===== config.mk =====
export PLATFORM = sky130hd
export DESIGN_NAME = cfsf_tap_cell
export DESIGN_NICKNAME = d
export VERILOG_FILES = /design/src/hdl/cfsf_pkg.sv /design/src/hdl/cfsf_tap_cell.sv
export SDC_FILE = /design/constraint.sdc
export NUM_CORES = 2
export LEC_CHECK = 0
export BUFFER_PORTS_ARGS = -buffer_cell sky130_fd_sc_hd__clkbuf_2
export CORE_ASPECT_RATIO = 0.6
export CORE_MARGIN = 2
export CORE_UTILIZATION = 45
export CTS_CLUSTER_SIZE = 28
export DETAILED_ROUTE_END_ITERATION = 12
export PLACE_DENSITY = 0.7
export SYNTH_ARGS = -nofsm -noshare
export SYNTH_HDL_FRONTEND = slang
export SYNTH_SLANG_ARGS = --single-unit

===== constraint.sdc =====
create_clock -name clk -period 9.4 [get_ports clk]
set_input_delay 0.47 -clock clk [delete_from_list [all_inputs] [get_ports clk]]
set_output_delay 0.47 -clock clk [all_outputs]
set_load 0.03 [all_outputs]

===== src/hdl/cfsf_pkg.sv =====
// Shared widths, register codes, tap control type and saturation helpers.
`timescale 1ns / 1ps

package cfsf_pkg;

    localparam int TAP_COUNT = 11;
    localparam int CENTER    = (TAP_COUNT - 1) / 2;
    localparam int NUM_COEF  = 6;

    localparam int SAMPLE_W  = 32;
    localparam int GAIN_W    = 40;
    localparam int WEIGHT_W  = 40;
    localparam int COEF_W    = 18;
    localparam int FRAC_W    = 16;
    localparam int CFG_IDX_W = 3;
    localparam int CFG_W     = 40;

    localparam int MLO_W     = SAMPLE_W + FRAC_W + 1;
    localparam int MHI_W     = SAMPLE_W + GAIN_W - FRAC_W;
    localparam int CAL_W     = MHI_W + 1;
    localparam int PROD_W    = WEIGHT_W + COEF_W;
    localparam int ACC_W     = PROD_W + $clog2(TAP_COUNT);
    localparam int RND_W     = ACC_W + 1;
    localparam int CNT_W     = $clog2(TAP_COUNT);

    localparam logic [CFG_IDX_W-1:0] REG_COEF_CENTER = 3'd0;
    localparam logic [CFG_IDX_W-1:0] REG_COEF_SIDE1  = 3'd1;
    localparam logic [CFG_IDX_W-1:0] REG_COEF_SIDE2  = 3'd2;
    localparam logic [CFG_IDX_W-1:0] REG_COEF_SIDE3  = 3'd3;
    localparam logic [CFG_IDX_W-1:0] REG_COEF_SIDE4  = 3'd4;
    localparam logic [CFG_IDX_W-1:0] REG_COEF_SIDE5  = 3'd5;
    localparam logic [CFG_IDX_W-1:0] REG_CAL_GAIN    = 3'd6;
    localparam logic [CFG_IDX_W-1:0] REG_CAL_OFFSET  = 3'd7;

    localparam logic signed [WEIGHT_W-1:0] WEIGHT_MAX = {1'b0, {(WEIGHT_W-1){1'b1}}};
    localparam logic signed [WEIGHT_W-1:0] WEIGHT_MIN = {1'b1, {(WEIGHT_W-1){1'b0}}};

    typedef struct packed {
        logic load;
        logic shift;
    } tap_ctl_t;

    typedef struct packed {
        logic signed [WEIGHT_W-1:0] val;
        logic                       clip;
    } sat_t;

    // Distance of a tap from the center, limited to the outermost coefficient.
    function automatic int coef_sel(input int k);
        int d;
        d = (k > CENTER) ? (k - CENTER) : (CENTER - k);
        if (d > NUM_COEF - 1)
            d = NUM_COEF - 1;
        return d;
    endfunction

    function automatic sat_t sat_weight(input logic signed [CAL_W-1:0] v);
        sat_t r;
        if (v > CAL_W'(WEIGHT_MAX)) begin
            r.val  = WEIGHT_MAX;
            r.clip = 1'b1;
        end else if (v < CAL_W'(WEIGHT_MIN)) begin
            r.val  = WEIGHT_MIN;
            r.clip = 1'b1;
        end else begin
            r.val  = WEIGHT_W'(v);
            r.clip = 1'b0;
        end
        return r;
    endfunction

endpackage


===== src/hdl/cfsf_tap_cell.sv =====
// One filter tap cell: delay-line register, tap product and partial-sum stage.
`timescale 1ns / 1ps

module cfsf_tap_cell (
    input  logic                                   clk,
    input  logic                                   rst_n,
    input  cfsf_pkg::tap_ctl_t                     ctl,
    input  logic signed [cfsf_pkg::WEIGHT_W-1:0]   weight,
    input  logic signed [cfsf_pkg::WEIGHT_W-1:0]   x_prev,
    input  logic signed [cfsf_pkg::COEF_W-1:0]     coef,
    input  logic signed [cfsf_pkg::ACC_W-1:0]      acc_in,
    output logic signed [cfsf_pkg::WEIGHT_W-1:0]   x_out,
    output logic signed [cfsf_pkg::ACC_W-1:0]      acc_out
);
    import cfsf_pkg::*;

    logic signed [WEIGHT_W-1:0] x_reg;
    logic signed [PROD_W-1:0]   prod_reg;
    logic signed [ACC_W-1:0]    acc_reg;

    always_ff @(posedge clk or negedge rst_n)
    begin
        if (!rst_n)
        begin
            x_reg <= '0;
        end
        else if (ctl.load)
        begin
            x_reg <= weight;
        end
        else if (ctl.shift)
        begin
            x_reg <= x_prev;
        end
    end

    always_ff @(posedge clk)
    begin
        prod_reg <= PROD_W'(x_reg) * PROD_W'(coef);
        acc_reg  <= acc_in + ACC_W'(prod_reg);
    end

    assign x_out   = x_reg;
    assign acc_out = acc_reg;

endmodule


**Word-level counts from Yosys, hierarchy flattened**

Cells that the tools add are included.

- $add $sub $neg: 1
- $mul: 1
- Div/mod/pow operators: 0
- Magnitude comparators: 0
- Equal/unequal tests: 0
- Shifts and indexed selects: 0
- Mux-type cells: 2
- Bitwise operators: 0
- Reductions and logical operators: 1

Operators by type and width:

| operator | number |
|---|---|
| 40-bit two-way mux | 2 |
| 62-bit by 58-bit adder with 62-bit output | 1 |
| 40-bit by 18-bit multiplier with 58-bit output | 1 |
| 2-bit nonzero test | 1 |

- Flip-flop bits (word level): 160
- Latch bits: 0
- Bits in writable memories: 0
- Memory bits (read-only): 0
- Input bits: 164
- Output and inout port bits: 102
- Word-level logic and storage cells: 8
- Memories kept: 0

**Depth between registers and ports, before layout**

- Depth in word-level cells: 2
- Depth in mapped cells: 26
- Depth with buffers taken out: 24

**Worst setup path before layout**

Ideal clock, no wire load.

- Path kind: flip-flop to flip-flop
- From: register x_reg[25] (netlist: x_out[25])
- To: register prod_reg[54]
- Library setup time: 0.122 ns
- Arrival time: 6.749 ns
- Data required time: 9.278 ns
- Setup slack: 2.529 ns
- Cell stages (with the launch flop): 25
- Buffers on the path: 3
- Period minus slack after synthesis: 6.871 ns
- Cells stage by stage: dfrtp_1 > clkbuf_1 > buf_1 > nand2_1 > fa_1 > inv_1 > fa_1 > inv_1 > fa_1 > inv_1 > fa_1 > fa_1 > inv_1 > fa_1 > inv_1 > ha_1 > buf_4 > nand4_2 > or2_4 > or4_4 > a31oi_4 > o41ai_4 > o211ai_4 > a41oi_4 > a311o_1

- Cells in the longest elaborated chain, start to end: 1

Ends and longest elaborated chain:

| what | RTL line | RTL |
|---|---|---|
| start: declaration | cfsf_tap_cell.sv:17 | `logic signed [WEIGHT_W-1:0] x_reg;` |
| start signal: assignment | cfsf_tap_cell.sv:29 | `x_reg <= weight;` |
| start signal: assignment | cfsf_tap_cell.sv:33 | `x_reg <= x_prev;` |
| 40-bit by 18-bit multiplier with 58-bit output | cfsf_tap_cell.sv:39 | `prod_reg <= PROD_W'(x_reg) * PROD_W'(coef);` |
| end signal: assignment | cfsf_tap_cell.sv:39 |  |
| end: declaration | cfsf_tap_cell.sv:18 | `logic signed [PROD_W-1:0] prod_reg;` |

No other way between the ends.
A chain may end at the register's enable or synchronous reset.

**Worst setup path in the final report**

- From: register x_reg[20] (netlist: x_out[20])
- To: register prod_reg[53]

The elaborated chain is that of the path after synthesis.

==> impl_metrics.ini <==
[outcome]
status = finished clean

[route]
drt-total-wl_um = 97400
vias = 25200
drtIter0Drc = 2462
ant_nets = 0
wire_per_inst_um = 20.2
viasPerCell = 5.23
dr.pass1.iters = 8
drc = 0

[sta]
relSlewSlack_pct = 15.0
fin_ws_ns = 1.84
slew_viol_final = 0
fin_crit_sh_pct = 80.5
hold_viol = 0
rsz0062_at_grt = false
finalSetupTns_ns = 0
post-route-min-period_ns = 7.56
worstMarginPinSlew_ns = 1.27
setup_viol = 0
maxClockFrequency_mhz = 132
finClkSkew_ns = 0.0150

[clock_network]
cts_setup_buffers = 0
root_buffer = clkbuf_16
cts_buffers = 17
cts_buffer_depth = 2
clkLatencyLatePin_ns = 0.52
cts_max_level = 4
clock_sinks = 160
hold_buffers = 0
cts_resized = 0
clkTransAtPathRegs_ns = 0.07
cts_tree = yes

[grt]
grt_pass1_wl_um = 151000
grtUsageTotal_pct = 27.2
grt_overflow_total = 0
grt_pass1_vias = 25800
antenna_found_initial = 1
grt_max_degree = 81

[floorplanning]
initial_utilization_pct = 45.4
dieWidth_um = 351
die_y_um = 212
ios = 266
design.core.area_um2 = 71700
die-area_um2 = 74600
row_count = 76

[yosys]
synth_seq_cells = 160
avgSynthCellArea_um2 = 8.72
netlist_instances = 3732
syn-num-nets = 4776
synth_ff_type = dfxtp_1
yosysSeqAreaShare_pct = 10.5
synth_cell_types = 80
async_reset_ff_share_pct = 25.0
synthesis.area_um2 = 32600
ys_warn_count = 0
synth-edff-count = 0

[setup_path]
crit_arrival_ns = 8.01
path_max_fanout = 20
worstPathRequired_ns = 9.85
cp.depth = 21
r2r-start = x_out[20]
path_cells = nand2_1 -> fa_1 -> inv_1 -> fa_1 -> inv_1 -> fa_1 -> inv_1 -> fa_1 -> fa_1 -> inv_1 -> fa_1 -> inv_1 -> ha_1 -> nand4_2 -> or2_4 -> nor3_1 -> o211ai_1 -> a211oi_2 -> o21ai_1 -> o41ai_1 -> xor2_1
critPathBufInv = 5
crit_slowest_cell = dfrtp_1
path_class = reg -> reg
r2r_slack_ns = 1.84
crit_start = x_out[20]
path_delay_family = adder cells
critPathMaxStageDelay_ns = 1.08
end_kind = register
cp-start-kind = register
cpMostUsedCell = fa_1
r2r_end = prod_reg[53]
endpoint = prod_reg[53]
rr_worst_depth = 21

[cells_and_area]
largest_reg_flops = 62
mostFrequentLayoutCells = 842 x inv_1, 682 x fa_1, 603 x nand2_1
synthToLayoutAreaGrowth_pct = 7.67
mostFrequentLayoutCell = inv_1
diodes = 0
layout.nets = 4880
fin_cells = 4823
drive_above_1_share_pct = 8.73
fin_area_um2 = 35100

[placed_design]
postPlaceCellArea_um2 = 34500
port_buffers = 265
hpwl_um = 78800
pre_cts_ws_ns = 1.70
place_inst = 4792
gp_congestion = 0.937

[run]
maxCapViolations = 0

[hold_path]
hp-class = in -> async
==> per-stage QoR <==
step           hold WS (ns)  util (%)
2_1_floorplan         0.174         -
3_3_place_gp          0.425      48.1
3_5_place_dp          0.432      48.1
4_1_cts              0.0921      48.9
5_1_grt               0.155      48.9
6_report              0.108      48.9
==> cell usage after synthesis (3+ instances only) <==
cell type	count	area (um2)
buf_1	18	67.6
clkbuf_1	175	657
inv_1	842	3160
buf_4	4	30.0
xor2_1	34	298
a21boi_0	6	45.0
nor2_1	102	383
fa_1	682	13700
a211oi_1	14	105
o21a_1	13	97.6
o21ai_0	94	470
nor2b_1	11	68.8
and2_1	202	1260
nand3_1	31	155
dfxtp_1	120	2400
nor3_1	21	105
o2111ai_1	7	61.3
dfrtp_1	40	1000
or2_2	4	25.0
nand4_1	16	100
o21ai_1	9	45.0
xnor2_1	77	674
nand2_1	603	2260
a221o_1	3	30.0
o21bai_1	22	165
and3_1	11	68.8
o31ai_1	10	75.1
a31oi_1	14	87.6
o211ai_1	13	97.6
a21oi_1	129	646
ha_1	198	2480
a2111oi_0	3	26.3
mux2i_1	44	440
or3_1	9	56.3
a211o_1	4	35.0
a21o_1	76	571
nand2b_1	16	100
==> cells by family (layout without fill, tap and decap cells) <==
family	count (synthesis)	count (layout)	share of synthesized area [%]
and+or+nand+nor	1041	1041	14.5
xor gates and xnor gates	111	111	2.99
buffers and inverters	1044	1160	12.1
adders and majority gates	880	880	49.5
AOI/OAI and AO/OA	452	452	9.02
muxes	44	44	1.35
DFF	160	160	10.5
==> worst min path at each step <==
stage	from	end	cells after the start
finish	rst_n	x_out[2]	1
global route	weight[37]	x_out[37]	3
CTS	rst_n	x_out[2]	1
detailed placement	prod_reg[0]	acc_out[0]	1
global placement	prod_reg[0]	acc_out[0]	1
floorplan	rst_n	x_out[0]	0
==> layer usage <==
metal	wire length, um	track usage (%)	vias up
met5	166	1.51	-
met4	1330	4.76	6
met3	15400	13.5	108
met2	34900	34.3	1402
met1	45600	41.2	12300
li1	-	-	11400
==> layout make-up <==
type / instances / area, um2
clock buffers: 19 / 453
clock inverters: 12 / 125
fillers: 6895 / 36600
inverters: 843 / 3160
multi-input cells: 2528 / 25200
flip-flops and latches: 160 / 3400
well taps: 975 / 1220
repair buffers: 286 / 1480
Power is left out: the tool's default activity adds up to more than one toggle a clock period on the data nets, which glitch-free logic cannot reach.
